==> config.mk <==
export PLATFORM = sky130hd
export DESIGN_NAME = complemented_frame_receiver_flat
export DESIGN_NICKNAME = d
export VERILOG_FILES = /design/src/hdl/cfr_pkg.sv /design/src/hdl/cfr_req_if.sv /design/src/hdl/cfr_rsp_if.sv /design/src/hdl/complemented_frame_receiver.sv /design/src/flat_wrapper.sv
export SDC_FILE = /design/constraint.sdc
export NUM_CORES = 1
export LEC_CHECK = 0
export BUFFER_PORTS_ARGS = -buffer_cell sky130_fd_sc_hd__buf_2
export CAP_MARGIN = 0
export CORE_ASPECT_RATIO = 2
export CORE_MARGIN = 3
export CORE_UTILIZATION = 35
export DETAILED_ROUTE_END_ITERATION = 10
export PLACE_DENSITY = 0.68
export REMOVE_ABC_BUFFERS = 1
export SYNTH_ARGS = -nofsm -noshare
export SYNTH_HDL_FRONTEND = slang
export SYNTH_SLANG_ARGS = --single-unit
==> constraint.sdc <==
create_clock -name clock -period 3.5 [get_ports clock]
set_clock_uncertainty 0.15 [all_clocks]
set_input_delay 0.7 -clock clock [delete_from_list [all_inputs] [get_ports clock]]
set_output_delay 0.7 -clock clock [all_outputs]
set_load 0.02 [all_outputs]
==> src/hdl/cfr_pkg.sv <==
`default_nettype none

package cfr_pkg;

   localparam int unsigned BYTE_W    = 8;
   localparam int unsigned NIBBLE_W  = 4;
   localparam int unsigned VALUE_W   = 16;
   localparam int unsigned POS_W     = 3;
   localparam int unsigned STORE_N   = 6;
   localparam int unsigned APB_DATA_W = 32;
   localparam int unsigned APB_ADDR_W = 3;

   localparam logic [BYTE_W-1:0] START_MARKER_RESET = 8'h02;
   localparam logic [BYTE_W-1:0] STOP_MARKER_RESET  = 8'h03;
   localparam logic [BYTE_W-1:0] PAIR_MASK          = 8'hFF;

   // Frame positions: hunting, then the bytes after the start marker.
   localparam logic [POS_W-1:0] POS_HUNT = 3'd0;
   localparam logic [POS_W-1:0] POS_LAST = 3'd7;

   // Register indexes, taken from paddr bit 2.
   localparam logic REG_START_MARKER = 1'b0;
   localparam logic REG_STOP_MARKER  = 1'b1;

   typedef enum logic [1:0] {
      STATUS_OK       = 2'd0,
      STATUS_STRAY    = 2'd1,
      STATUS_PAIR_ERR = 2'd2,
      STATUS_STOP_ERR = 2'd3
   } status_type;

endpackage

`default_nettype wire

==> src/hdl/cfr_req_if.sv <==
`default_nettype none

interface cfr_req_if;
   logic                        valid;
   logic                        ready;
   logic [cfr_pkg::BYTE_W-1:0]  rx_byte;

   modport source (output valid, output rx_byte, input ready);
   modport sink   (input valid, input rx_byte, output ready);
endinterface

`default_nettype wire

==> src/hdl/cfr_rsp_if.sv <==
`default_nettype none

interface cfr_rsp_if;
   logic                          valid;
   logic                          ready;
   cfr_pkg::status_type           status;
   logic [cfr_pkg::NIBBLE_W-1:0]  sender_id;
   logic [cfr_pkg::NIBBLE_W-1:0]  message_code;
   logic [cfr_pkg::VALUE_W-1:0]   payload;

   modport source (output valid, output status, output sender_id, output message_code,
                   output payload, input ready);
   modport sink   (input valid, input status, input sender_id, input message_code,
                   input payload, output ready);
endinterface

`default_nettype wire

==> src/hdl/complemented_frame_receiver.sv <==
// Complemented frame receiver.
// The req_bus channel carries received bus bytes, one per transaction. Eight
// bytes form a frame: start marker, code byte and its complement, value high
// byte and its complement, value low byte and its complement, stop marker.
// The rsp_bus channel carries at most one result transaction per byte: a
// stray report for a byte seen while hunting that is not the start marker,
// or a status for a closed frame (ok, complement check failed, bad stop).
// On ok the result also carries sender id, message code and the 16-bit value.
// The result is registered and appears on rsp_bus in the cycle after byte acceptance.
// Throughput is one byte per cycle while rsp_bus does not stall: a position counter
// and a few byte compares sit between the accepted byte and the result register.
// When the receiver stalls, the held result stays put and req_bus.ready
// is low for as long as that result waits with rsp_bus.ready low.
// Synchronous reset returns the receiver to hunting, drops any pending
// result, and restores the start marker to 0x02 and stop marker to 0x03.
// The APB port holds the start marker at address 0 and the stop marker at
// address 4; writes complete in the access cycle, csr_pready is always high.
`default_nettype none

module complemented_frame_receiver (
   input  wire logic                                clock,
   input  wire logic                                reset,
   cfr_req_if.sink                                  req_bus,
   cfr_rsp_if.source                                rsp_bus,
   input  wire logic                                csr_psel,
   input  wire logic                                csr_penable,
   input  wire logic                                csr_pwrite,
   input  wire logic [cfr_pkg::APB_ADDR_W-1:0]      csr_paddr,
   input  wire logic [cfr_pkg::APB_DATA_W-1:0]      csr_pwdata,
   output logic      [cfr_pkg::APB_DATA_W-1:0]      csr_prdata,
   output logic                                     csr_pready
);
   import cfr_pkg::*;

   // Configuration registers.
   logic [BYTE_W-1:0] start_marker_ff;
   logic [BYTE_W-1:0] stop_marker_ff;
   logic              cfg_write;
   logic              reg_sel;

   // Frame state. The stored bytes need no reset: each is written before
   // the frame that reads it can close.
   logic [POS_W-1:0]  pos_ff, pos_in;
   logic [BYTE_W-1:0] frame_ff [STORE_N];

   // Result register.
   logic                rsp_valid_ff, rsp_valid_in;
   status_type          status_ff, status_in;
   logic [NIBBLE_W-1:0] sender_id_ff, sender_id_in;
   logic [NIBBLE_W-1:0] message_code_ff, message_code_in;
   logic [VALUE_W-1:0]  payload_ff, payload_in;

   logic accept;
   logic result_new;
   logic pairs_ok;

   assign csr_pready = 1'b1;
   assign reg_sel    = csr_paddr[2];
   assign cfg_write  = csr_psel && csr_penable && csr_pwrite && csr_pready;

   always_comb begin
      if (reg_sel == REG_STOP_MARKER) begin
         csr_prdata = {{(APB_DATA_W-BYTE_W){1'b0}}, stop_marker_ff};
      end else begin
         csr_prdata = {{(APB_DATA_W-BYTE_W){1'b0}}, start_marker_ff};
      end
   end

   always_ff @(posedge clock) begin
      if (reset) begin
         start_marker_ff <= START_MARKER_RESET;
         stop_marker_ff  <= STOP_MARKER_RESET;
      end else if (cfg_write) begin
         if (reg_sel == REG_START_MARKER) begin
            start_marker_ff <= csr_pwdata[BYTE_W-1:0];
         end else begin
            stop_marker_ff <= csr_pwdata[BYTE_W-1:0];
         end
      end
   end

   // A new byte is taken whenever the result register is empty or is being
   // emptied in this cycle.
   assign req_bus.ready = !rsp_valid_ff || rsp_bus.ready;
   assign accept        = req_bus.valid && req_bus.ready;

   // Each pair must be exact complements, that is XOR to all ones.
   assign pairs_ok = ((frame_ff[0] ^ frame_ff[1]) == PAIR_MASK) &&
                     ((frame_ff[2] ^ frame_ff[3]) == PAIR_MASK) &&
                     ((frame_ff[4] ^ frame_ff[5]) == PAIR_MASK);

   always_comb begin
      pos_in          = pos_ff;
      result_new      = 1'b0;
      status_in       = STATUS_OK;
      sender_id_in    = '0;
      message_code_in = '0;
      payload_in      = '0;
      if (accept) begin
         if (pos_ff == POS_HUNT) begin
            if (req_bus.rx_byte == start_marker_ff) begin
               pos_in = pos_ff + POS_W'(1);
            end else begin
               result_new = 1'b1;
               status_in  = STATUS_STRAY;
            end
         end else if (pos_ff != POS_LAST) begin
            pos_in = pos_ff + POS_W'(1);
         end else begin
            // Eighth byte closes the frame; the stop marker is checked first.
            pos_in     = POS_HUNT;
            result_new = 1'b1;
            if (req_bus.rx_byte != stop_marker_ff) begin
               status_in = STATUS_STOP_ERR;
            end else if (!pairs_ok) begin
               status_in = STATUS_PAIR_ERR;
            end else begin
               status_in       = STATUS_OK;
               sender_id_in    = frame_ff[0][BYTE_W-1:NIBBLE_W];
               message_code_in = frame_ff[0][NIBBLE_W-1:0];
               payload_in      = {frame_ff[2], frame_ff[4]};
            end
         end
      end
   end

   always_comb begin
      if (result_new) begin
         rsp_valid_in = 1'b1;
      end else if (rsp_bus.ready) begin
         rsp_valid_in = 1'b0;
      end else begin
         rsp_valid_in = rsp_valid_ff;
      end
   end

   always_ff @(posedge clock) begin
      if (reset) begin
         pos_ff       <= POS_HUNT;
         rsp_valid_ff <= 1'b0;
      end else begin
         pos_ff       <= pos_in;
         rsp_valid_ff <= rsp_valid_in;
      end
   end

   always_ff @(posedge clock) begin
      for (int i = 0; i < STORE_N; i++) begin
         if (accept && (pos_ff == POS_W'(i + 1))) begin
            frame_ff[i] <= req_bus.rx_byte;
         end
      end
      if (result_new) begin
         status_ff       <= status_in;
         sender_id_ff    <= sender_id_in;
         message_code_ff <= message_code_in;
         payload_ff      <= payload_in;
      end
   end

   assign rsp_bus.valid        = rsp_valid_ff;
   assign rsp_bus.status       = status_ff;
   assign rsp_bus.sender_id    = sender_id_ff;
   assign rsp_bus.message_code = message_code_ff;
   assign rsp_bus.payload      = payload_ff;

endmodule

`default_nettype wire

==> src/flat_wrapper.sv <==
// flat-port wrapper written by rule: the top's interface ports become plain ports
module complemented_frame_receiver_flat import cfr_pkg::*;
  (clock, reset, csr_psel, csr_penable, csr_pwrite, csr_paddr, csr_pwdata, csr_prdata, csr_pready, req_bus_valid, req_bus_rx_byte, req_bus_ready, rsp_bus_valid, rsp_bus_status, rsp_bus_sender_id, rsp_bus_message_code, rsp_bus_payload, rsp_bus_ready);
  cfr_req_if req_bus_i ();
  cfr_rsp_if rsp_bus_i ();
  input  wire logic clock;
  input  wire logic reset;
  input  wire logic csr_psel;
  input  wire logic csr_penable;
  input  wire logic csr_pwrite;
  input  wire logic [cfr_pkg::APB_ADDR_W-1:0] csr_paddr;
  input  wire logic [cfr_pkg::APB_DATA_W-1:0] csr_pwdata;
  output logic      [cfr_pkg::APB_DATA_W-1:0] csr_prdata;
  output logic csr_pready;
  input wire logic [$bits(req_bus_i.valid)-1:0] req_bus_valid;
  input wire logic [$bits(req_bus_i.rx_byte)-1:0] req_bus_rx_byte;
  output wire logic [$bits(req_bus_i.ready)-1:0] req_bus_ready;
  output wire logic [$bits(rsp_bus_i.valid)-1:0] rsp_bus_valid;
  output wire logic [$bits(rsp_bus_i.status)-1:0] rsp_bus_status;
  output wire logic [$bits(rsp_bus_i.sender_id)-1:0] rsp_bus_sender_id;
  output wire logic [$bits(rsp_bus_i.message_code)-1:0] rsp_bus_message_code;
  output wire logic [$bits(rsp_bus_i.payload)-1:0] rsp_bus_payload;
  input wire logic [$bits(rsp_bus_i.ready)-1:0] rsp_bus_ready;
  assign req_bus_i.valid = req_bus_valid;
  assign req_bus_i.rx_byte = req_bus_rx_byte;
  assign req_bus_ready = req_bus_i.ready;
  assign rsp_bus_valid = rsp_bus_i.valid;
  assign rsp_bus_status = rsp_bus_i.status;
  assign rsp_bus_sender_id = rsp_bus_i.sender_id;
  assign rsp_bus_message_code = rsp_bus_i.message_code;
  assign rsp_bus_payload = rsp_bus_i.payload;
  assign rsp_bus_i.ready = rsp_bus_ready;
  complemented_frame_receiver u_core (.clock(clock), .reset(reset), .req_bus(req_bus_i), .rsp_bus(rsp_bus_i), .csr_psel(csr_psel), .csr_penable(csr_penable), .csr_pwrite(csr_pwrite), .csr_paddr(csr_paddr), .csr_pwdata(csr_pwdata), .csr_prdata(csr_prdata), .csr_pready(csr_pready));
endmodule
After elaboration in Yosys (flattened, before gate mapping)
Memories as Yosys holds them, arrays and structs flattened.
Cells that the tools add are included.
- RAM bits: 48
- logic and storage cells: 95
- memories: 1
- output and inout bits: 61
- input port bits: 50
- register bits after elaboration: 46
- memories (name ; words ; width ; read ports ; clocked after memory_dff ; write ports ; line ; RTL):
    u_core.frame_ff ; 6 ; 8 ; 6 ; 0 ; 1 ; complemented_frame_receiver.sv:44 ; logic [BYTE_W-1:0] frame_ff [STORE_N];
- mux-type cells: 42
- equal/unequal tests: 13
- add/sub/neg operators: 1
- reductions and logical operators: 24
- bitwise gates (word level): 6
- operator list (cell ; number):
    two-way mux 8 bit ; 6
    OR reduction 8 bit ; 5
    == test 8 bit (second input constant) ; 3
    two-way mux 1 bit ; 24
    two-way mux 3 bit ; 8
    XOR 8 bit ; 3
    logical AND 1 bit ; 11
    == test 3 bit (second input constant) ; 3
    == test 8 bit ; 1
    two-way mux 2 bit ; 4
    inequality test 8 bit ; 1
    == test 3 x 2 -> 1 bit (second input constant) ; 2
    AND reduction 2 bit ; 3
    OR reduction 5 bit ; 1
    adder 3 x 1 -> 3 bit (second input constant) ; 1
    == test 3 x 1 -> 1 bit (second input constant) ; 1
    zero test 3 bit ; 1
    inequality test 3 bit (second input constant) ; 1
    NOT 1 bit ; 3
    inequality test 2 bit (second input constant) ; 1
    nonzero test 2 bit ; 1
    zero test 1 bit ; 1
    logical OR 1 bit ; 1

Depth between registers and ports, before layout
Gate-level depths: netlist of run 1.
- word-level depth: 12
- mapped depth: 7
- depth with buffers taken out: 6

Least setup slack after synthesis of run 1
Ideal clock, no wire load.
- kind: in2reg
- start: input rsp_bus_ready
- end: register u_core.message_code_ff[0] (netlist: u_core.rsp_bus.message_code[0]), read port of u_core.frame_ff (enable)
- path slack: -0.190 ns
- stages on the path: 4
- arrival time: 3.090 ns
- data required time: 2.901 ns
- path buffers: 0
- setup time: 0.449 ns
- cell sequence: nor2b_1 > inv_1 > nand2_1 > a211oi_1
- word-level cells in the longest chain between the ends: 3
- ends and longest elaborated chain (what ; line ; RTL):
    start: declaration ; flat_wrapper.sv:23 ; input wire logic [$bits(rsp_bus_i.ready)-1:0] rsp_bus_ready;
    logical OR 1 bit ; complemented_frame_receiver.sv:84 ; assign req_bus.ready = !rsp_valid_ff || rsp_bus.ready;
    named net req_bus_ready ; flat_wrapper.sv:17 ; output wire logic [$bits(req_bus_i.ready)-1:0] req_bus_ready;
    logical AND 1 bit ; complemented_frame_receiver.sv:85 ; assign accept = req_bus.valid && req_bus.ready;
    two-way mux 1 bit ; complemented_frame_receiver.sv:99 ; if (accept) begin
    named net u_core.result_new ; complemented_frame_receiver.sv:54 ; logic result_new;
    end: declaration ; complemented_frame_receiver.sv:50 ; logic [NIBBLE_W-1:0] message_code_ff, message_code_in;
The timed path passes the listed nets, and every way through them passes these cells.
A chain may end at the register's enable or synchronous reset.

Final worst setup path of run 1
- start: input req_bus_rx_byte[7]
- end: register u_core.payload_ff[15] (netlist: u_core.rsp_bus.payload[15]), read port of u_core.frame_ff (data pin)
- word-level cells in the longest chain between the ends: 2
- ends and longest elaborated chain (what ; line ; RTL):
    start: declaration ; flat_wrapper.sv:16 ; input wire logic [$bits(req_bus_i.rx_byte)-1:0] req_bus_rx_byte;
    inequality test 8 bit ; complemented_frame_receiver.sv:113 ; if (req_bus.rx_byte != stop_marker_ff) begin
    OR reduction 5 bit (no source line) ; n/a ;
    end: declaration ; complemented_frame_receiver.sv:51 ; logic [VALUE_W-1:0] payload_ff, payload_in;
Every way passes these cells.

==> flow_summary_export.csv, run 1 <==
group,metric,value,unit
synthesis,synth.yosys.seq_area_share,0.600,
clocking,cts-root-buf,"sky130_fd_sc_hd__clkbuf_16",
status,status,"complete, no violations",
power_and_ir_drop,internal_power,1.99,mW
critical_path,startpoint_type,"input pin",
synthesis,synth_top_flop_cell,"sky130_fd_sc_hd__edfxtp_1",
sta,number_of_endpoints_failing_setup_at_the_final_stage,0,
grt,global_route.usage.total,0.120,
synthesis,synth_enable_flop_cells,74,
critical_path,end_kind,"register",
clocking,clk-insertion-delay-late,340,ps
critical_path,timing.reg2reg.setup_slack,1250,ps
grt,antenna_found_initial,0,
synthesis,netlist_top_cells_count,"sky130_fd_sc_hd__edfxtp_1 (74), sky130_fd_sc_hd__nand2_1 (33), sky130_fd_sc_hd__inv_1 (31)",
power_and_ir_drop,clockPowerShare,0.349,
synthesis,synth-seq-cells,94,
die,fp.coreArea,0.0122,mm²
power_and_ir_drop,power_density,541,mW/mm²
synthesis,netlist.area_leader.share,0.509,
clocking,clk_pin_slew,60,ps
drt,first_iter_violations,112,
die,top_ports,111,
placed_design,gpl.final_weighted_congestion,0.797,
die,dieHeight,164,µm
flow_run,max_cap_viol_count,0,
clocking,cts_htree_levels,3,
synthesis,synth_area_per_cell,12.7,µm²
cells_and_area,flow.area_growth_from_synthesis,14.2,%
critical_path,r2r_start,"u_core.pos_ff[0]$_SDFFE_PP0P_",
cells_and_area,fillers,1147,
clocking,post_cts.resized_instances,0,
power_and_ir_drop,pwr-share-comb,0.150,
sta,finalHoldViolations,0,
die,rows,57,
power_and_ir_drop,seq_power_share,0.500,
drt,route.vias.total,2598,
drt,routed_via_density,4.67,
synthesis,synth.most_common_cell,"sky130_fd_sc_hd__edfxtp_1",
clocking,cts_tree,"done",
critical_path,critical_path.endpoint,"u_core.rsp_bus.payload[15]$_SDFFCE_PP0P_",
critical_path,crit-reg2reg-capture,"u_core.rsp_bus.sender_id[3]$_SDFFCE_PP0P_",
critical_path,critical_path.slowest_cell,"sky130_fd_sc_hd__or4_1",
synthesis,ys.warnings.count,0,
placed_design,postPlaceCellArea,0.00470,mm²
critical_path,worst_reg_to_reg_path_cell_count,6,
sta,rsz0062_at_grt,"false",
synthesis,synth_area_leader_cell,"sky130_fd_sc_hd__edfxtp_1",
critical_path,timing.setup.critical_path_class,"input pin to register",
sta,timing.final.crit_share,0.685,
power_and_ir_drop,total_switching_power,0.712,mW
grt,grt_pass1_wl,12.8,mm
synthesis,synthesized_instance_count,344,
critical_path,timing.critical_path.cells,"buf_2 > xnor2_1 > nand4_1 > or4_1 > buf_4 > nor4_1",
clocking,cts_made_buffers,9,
power_and_ir_drop,netSwitchingFraction,0.264,
critical_path,timing.critical_path.slowest_cell_delay,690,ps
synthesis,fraction_of_registers_with_async_set_reset,0,
placed_design,io_buffers,59,
synthesis,yosysUniqueCellTypes,39,
synthesis,post_synth_main_area_contributors,"sky130_fd_sc_hd__edfxtp_1 (51%), sky130_fd_sc_hd__dfxtp_1 (9.2%), sky130_fd_sc_hd__nor4_2 (6.3%)",
drt,drt-pass1-iter-count,4,
cells_and_area,finalInstanceArea,0.00499,mm²
critical_path,worst_ep_required_time,3500,ps
sta,tightest_slew_margin_relative_to_the_limit,0.606,
cells_and_area,final_nets,460,
grt,via_count_of_the_first_global_routing_pass,2613,
grt,grt_remaining_overflow,0,
clocking,tritoncts_num_sinks,94,
drt,wire_per_inst,14.3,µm
sta,timing.fmax,417,MHz
hold_path,min_path_type,"register to register",
placed_design,dp_slack,724,ps
sta,max_slew.worst_pin.slew,586,ps
drt,drt.antenna.violating_nets,0,
critical_path,worst_ep_arrival_time,2400,ps
sta,slew_violations,0,
cells_and_area,layout-drive-gt1-share,0.269,
drt,detail_route.wirelength,7.96,mm
die,dieWidth,85.0,µm
critical_path,worstPathMaxFanout,18,
synthesis,synth.cell_area,0.00437,mm²
critical_path,startpoint,"req_bus_rx_byte[7]",
placed_design,dp_hpwl,6.35,mm
die,die_area,0.0139,mm²
power_and_ir_drop,worst_ir_drop_vdd,0.255,mV
sta,min_period,2400,ps
grt,grt_start_max_net_pins,27,
clocking,cts.hold.buffers_added,0,
clocking,buffers_inserted_by_post_cts_timing_repair,0,
drt,drc,0,
cells_and_area,diodes_inserted,0,
clocking,clock_tree.buffer_depth,2,
sta,post-route-worst-setup-slack,1100,ps
power_and_ir_drop,p_leak,1.88,nW
die,initial_utilization,0.358,
[layout make-up]
class                   count  area, µm²  share of cell area
flip-flops and latches     94       2620               0.526
multi-input cells         205       1450               0.291
repair buffers             63        325              0.0652
clock buffers              11        233              0.0467
well taps                 147        184              0.0369
inverters                  31        116              0.0233
clock inverters             5       55.1              0.0110
[metrics by stage]
step / utilization / cells / power (mW) / setup TNS (ps) / hold slack (ps)
finish: 0.409 / 556 / 2.70 / 0 / 338
global route: 0.409 / 556 / 2.81 / 0 / 353
CTS: 0.409 / 556 / 2.73 / 0 / 336
detailed placement: 0.385 / 540 / 1.79 / 0 / 326
global placement: 0.385 / 540 / 1.78 / 0 / 316
floorplan: - / 330 / 1.63 / -4930 / 302
[power by group through the flow]
stage                     sequential (mW)  clock (mW)  combinational, mW
after floorplan                      1.46           0              0.170
after global placement               1.37           0              0.404
after detailed placement             1.38           0              0.412
after CTS                            1.35       0.962              0.413
after global routing                 1.36        1.00              0.444
final                                1.35       0.943              0.405
[placed cells by master (no fill, tap or decap), types with 4 or more instances in the layout]
cell                        Yosys  layout
sky130_fd_sc_hd__inv_1         31      31
sky130_fd_sc_hd__nand2_1       33      33
sky130_fd_sc_hd__nand4_1        8       8
sky130_fd_sc_hd__xor2_1        16      16
sky130_fd_sc_hd__inv_4          0       4
sky130_fd_sc_hd__nor2_1         4       4
sky130_fd_sc_hd__and3_1         6       6
sky130_fd_sc_hd__conb_1         2      25
sky130_fd_sc_hd__mux2_2         8       8
sky130_fd_sc_hd__xnor2_1       24      24
sky130_fd_sc_hd__ha_1           6       6
sky130_fd_sc_hd__dfxtp_1       20      20
sky130_fd_sc_hd__edfxtp_1      74      74
sky130_fd_sc_hd__nor4_2        22      22
sky130_fd_sc_hd__buf_2          4      59
sky130_fd_sc_hd__a21oi_1       16      16
sky130_fd_sc_hd__nor4_1         8       8
sky130_fd_sc_hd__clkbuf_16      0       9
sky130_fd_sc_hd__nand3_1        5       5
sky130_fd_sc_hd__nand2b_1       4       4
sky130_fd_sc_hd__buf_4         25       4
[routing by layer]
metal  vias to the layer above  routed length [µm]  global-route usage
met5                         -                   0                   0
met4                         0                 299              0.0756
met3                        21                 393              0.0281
met2                        74                4770               0.239
met1                      1216                2500               0.101
li1                       1287                   -                   -
[worst max-delay path: cells and delay by family]
kind | cells | cell delay [ps]
simple gates | 3 | 1070
xor+xnor | 1 | 140
buf+inv | 2 | 480
[worst min path at each step]
stage / cells past startpoint / to / from / slack, ps
2_1_floorplan: 2 / u_core.stop_marker_ff[2]$_SDFFE_PP0P_ / u_core.stop_marker_ff[2]$_SDFFE_PP0P_ / 300
3_3_place_gp: 2 / u_core.start_marker_ff[0]$_SDFFE_PP0P_ / u_core.start_marker_ff[0]$_SDFFE_PP0P_ / 320
6_report: 2 / u_core.start_marker_ff[3]$_SDFFE_PP0P_ / u_core.start_marker_ff[3]$_SDFFE_PP0P_ / 340
4_1_cts: 2 / u_core.start_marker_ff[0]$_SDFFE_PP0P_ / u_core.start_marker_ff[0]$_SDFFE_PP0P_ / 340
3_5_place_dp: 2 / u_core.start_marker_ff[0]$_SDFFE_PP0P_ / u_core.start_marker_ff[0]$_SDFFE_PP0P_ / 330
5_1_grt: 2 / u_core.stop_marker_ff[4]$_SDFFE_PP0P_ / u_core.stop_marker_ff[4]$_SDFFE_PP0P_ / 350
[registers in the layout, indices dropped and copies added, names as in the netlist]
register / count
u_core.frame_ff: 48
u_core.rsp_bus.payload: 16
u_core.start_marker_ff: 8
u_core.stop_marker_ff: 8
u_core.rsp_bus.message_code: 4
u_core.rsp_bus.sender_id: 4
u_core.pos_ff: 3
u_core.rsp_bus.status: 2
u_core.rsp_bus.valid: 1
[logic make-up after synthesis]
group,share of synthesized area
compound gates,0.0410
mux,0.0206
buf+inv,0.0902
other cells,0.00172
flops,0.600
xor+xnor,0.0802
simple gates,0.149
fa+ha+maj,0.0172
Power figures use the tool's default switching activity.
==> run 2: changes to the inputs <==
PLACE_DENSITY = 0.66   (was 0.68)
clock period = 2.4 ns   (was 3.5 ns; I/O delays follow)
==> flow_summary_export.csv, run 2 (same netlist as run 1, synthesis figures left out) <==
group,metric,value,unit
sta,timing.fmax,462,MHz
critical_path,startpoint_type,"register",
sta,tightest_slew_margin_relative_to_the_limit,0.618,
critical_path,critical_path.slowest_cell,"sky130_fd_sc_hd__dfxtp_1",
critical_path,timing.setup.critical_path_class,"register to register",
grt,antenna_found_initial,0,
drt,drt.antenna.violating_nets,0,
cells_and_area,final_cell_mix,"sky130_fd_sc_hd__edfxtp_1 (74), sky130_fd_sc_hd__buf_2 (59), sky130_fd_sc_hd__nand2_1 (33)",
die,fp.coreArea,0.0122,mm²
clocking,cts_tree,"done",
power_and_ir_drop,power_density,761,mW/mm²
die,rows,57,
grt,grt_start_max_net_pins,27,
placed_design,dp_hpwl,6.82,mm
cells_and_area,layout-drive-gt1-share,0.290,
clocking,tritoncts_num_sinks,94,
drt,route.vias.total,2700,
cells_and_area,flow.area_growth_from_synthesis,16.1,%
critical_path,worst_ep_arrival_time,2050,ps
placed_design,dp_slack,112,ps
grt,via_count_of_the_first_global_routing_pass,2843,
power_and_ir_drop,worst_ir_drop_vdd,0.413,mV
grt,global_route.usage.total,0.128,
die,initial_utilization,0.358,
cells_and_area,fillers,1145,
hold_path,min_path_type,"input pin to register",
status,status,"complete, no violations",
clocking,clk-insertion-delay-late,330,ps
placed_design,gpl.final_weighted_congestion,0.885,
clocking,buffers_inserted_by_post_cts_timing_repair,0,
clocking,clk_pin_slew,60,ps
drt,wire_per_inst,15.2,µm
placed_design,postPlaceCellArea,0.00481,mm²
cells_and_area,final_nets,471,
die,top_ports,111,
die,dieWidth,85.0,µm
cells_and_area,finalInstanceArea,0.00507,mm²
flow_run,max_cap_viol_count,0,
grt,grt_pass1_wl,13.8,mm
sta,min_period,2160,ps
critical_path,worstPathMaxFanout,26,
cells_and_area,mostFrequentLayoutCell,"sky130_fd_sc_hd__edfxtp_1",
power_and_ir_drop,p_leak,1.93,nW
sta,finalHoldViolations,0,
clocking,clock_tree.buffer_depth,2,
sta,timing.final.crit_share,0.901,
clocking,post_cts.resized_instances,0,
power_and_ir_drop,p_total,3.86,mW
sta,slew_violations,0,
sta,rsz0062_at_grt,"false",
critical_path,critical_path.n_buffers_inverters,2,
sta,number_of_endpoints_failing_setup_at_the_final_stage,0,
grt,grt_remaining_overflow,0,
clocking,cts_htree_levels,3,
placed_design,io_buffers,59,
cells_and_area,max_ffs_per_register,48,
die,dieHeight,164,µm
sta,max_slew.worst_pin.slew,571,ps
cells_and_area,largest_register,"u_core.frame_ff",
sta,post-route-worst-setup-slack,237,ps
critical_path,critical-path-top-delay-family,"simple AND/OR/NAND/NOR gates",
drt,drt-pass1-iter-count,4,
critical_path,timing.critical_path.cells,"inv_1 > ha_1 > nor2b_1 > nor2_1 > a211oi_4 > buf_12",
cells_and_area,diodes_inserted,0,
drt,detail_route.wirelength,8.63,mm
critical_path,worst_ep_required_time,2280,ps
critical_path,end_kind,"register",
critical_path,timing.critical_path.slowest_cell_delay,380,ps
clocking,cts_made_buffers,9,
drt,first_iter_violations,118,
clocking,cts-root-buf,"sky130_fd_sc_hd__clkbuf_16",
clocking,cts.hold.buffers_added,0,
drt,routed_via_density,4.76,
drt,drc,0,
die,die_area,0.0139,mm²
[run 2: changes by cell type in the layout (fill, tap and decap cells not counted), sizes merged]
cell | previous run | this run
clkbuf | 11 | 10
bufinv | 1 | 0
clkinv | 0 | 5
inv | 35 | 32
buf | 63 | 74
[run 2: tightest hold or removal path, cell delays in order]
cell and delay, ps:
sky130_fd_sc_hd__buf_2 90, sky130_fd_sc_hd__nand2_1 40, sky130_fd_sc_hd__nand3_1 70
[run 2: final timing paths]
| kind | slack (ps) | cells after the start | from | end |
|---|---|---|---|---|
| min reg2reg | 340 | 2 | u_core.stop_marker_ff[6]$_SDFFE_PP0P_ | u_core.stop_marker_ff[6]$_SDFFE_PP0P_ |
| max reg2reg | 240 | 6 | u_core.pos_ff[0]$_SDFFE_PP0P_ | u_core.rsp_bus.payload[15]$_SDFFCE_PP0P_ |
| min | 230 | 3 | csr_pwdata[1] | u_core.start_marker_ff[1]$_SDFFE_PP1P_ |
| max | 240 | 6 | u_core.pos_ff[0]$_SDFFE_PP0P_ | u_core.rsp_bus.payload[15]$_SDFFCE_PP0P_ |
[run 2: layout make-up]
type / instances / area, µm² / area share
tap: 147 / 184 / 0.0363
timing repair buffer: 74 / 433 / 0.0853
sequential: 94 / 2620 / 0.517
multi-input combinational: 205 / 1450 / 0.286
clock inverter: 6 / 37.5 / 0.00740
clock buffer: 10 / 229 / 0.0451
inverter: 31 / 116 / 0.0229
[run 2: through the flow]
| stage | utilization | std cells | hold slack (ps) | setup TNS (ps) |
|---|---|---|---|---|
| floorplan | - | 330 | 302 | -29180 |
| global placement | 0.394 | 551 | 316 | 0 |
| detailed placement | 0.394 | 551 | 326 | 0 |
| CTS | 0.416 | 567 | 221 | 0 |
| global route | 0.416 | 567 | 230 | 0 |
| finish | 0.416 | 567 | 230 | 0 |
[run 2: per-layer routing]
metal  vias to the layer above  global-route usage  routed length, µm
li1                       1312                   -                  -
met1                      1302               0.105               2710
met2                        66               0.262               5260
met3                        20              0.0291                374
met4                         0              0.0756                288
met5                         -                   0                  0
[run 2: report_power, final]
group | leakage (nW) | switching [mW] | internal [mW] | total, mW
clock network | 0.136 | 0.566 | 0.700 | 1.27
registers | 0.856 | 0.0511 | 1.92 | 1.97
logic | 0.940 | 0.433 | 0.193 | 0.626
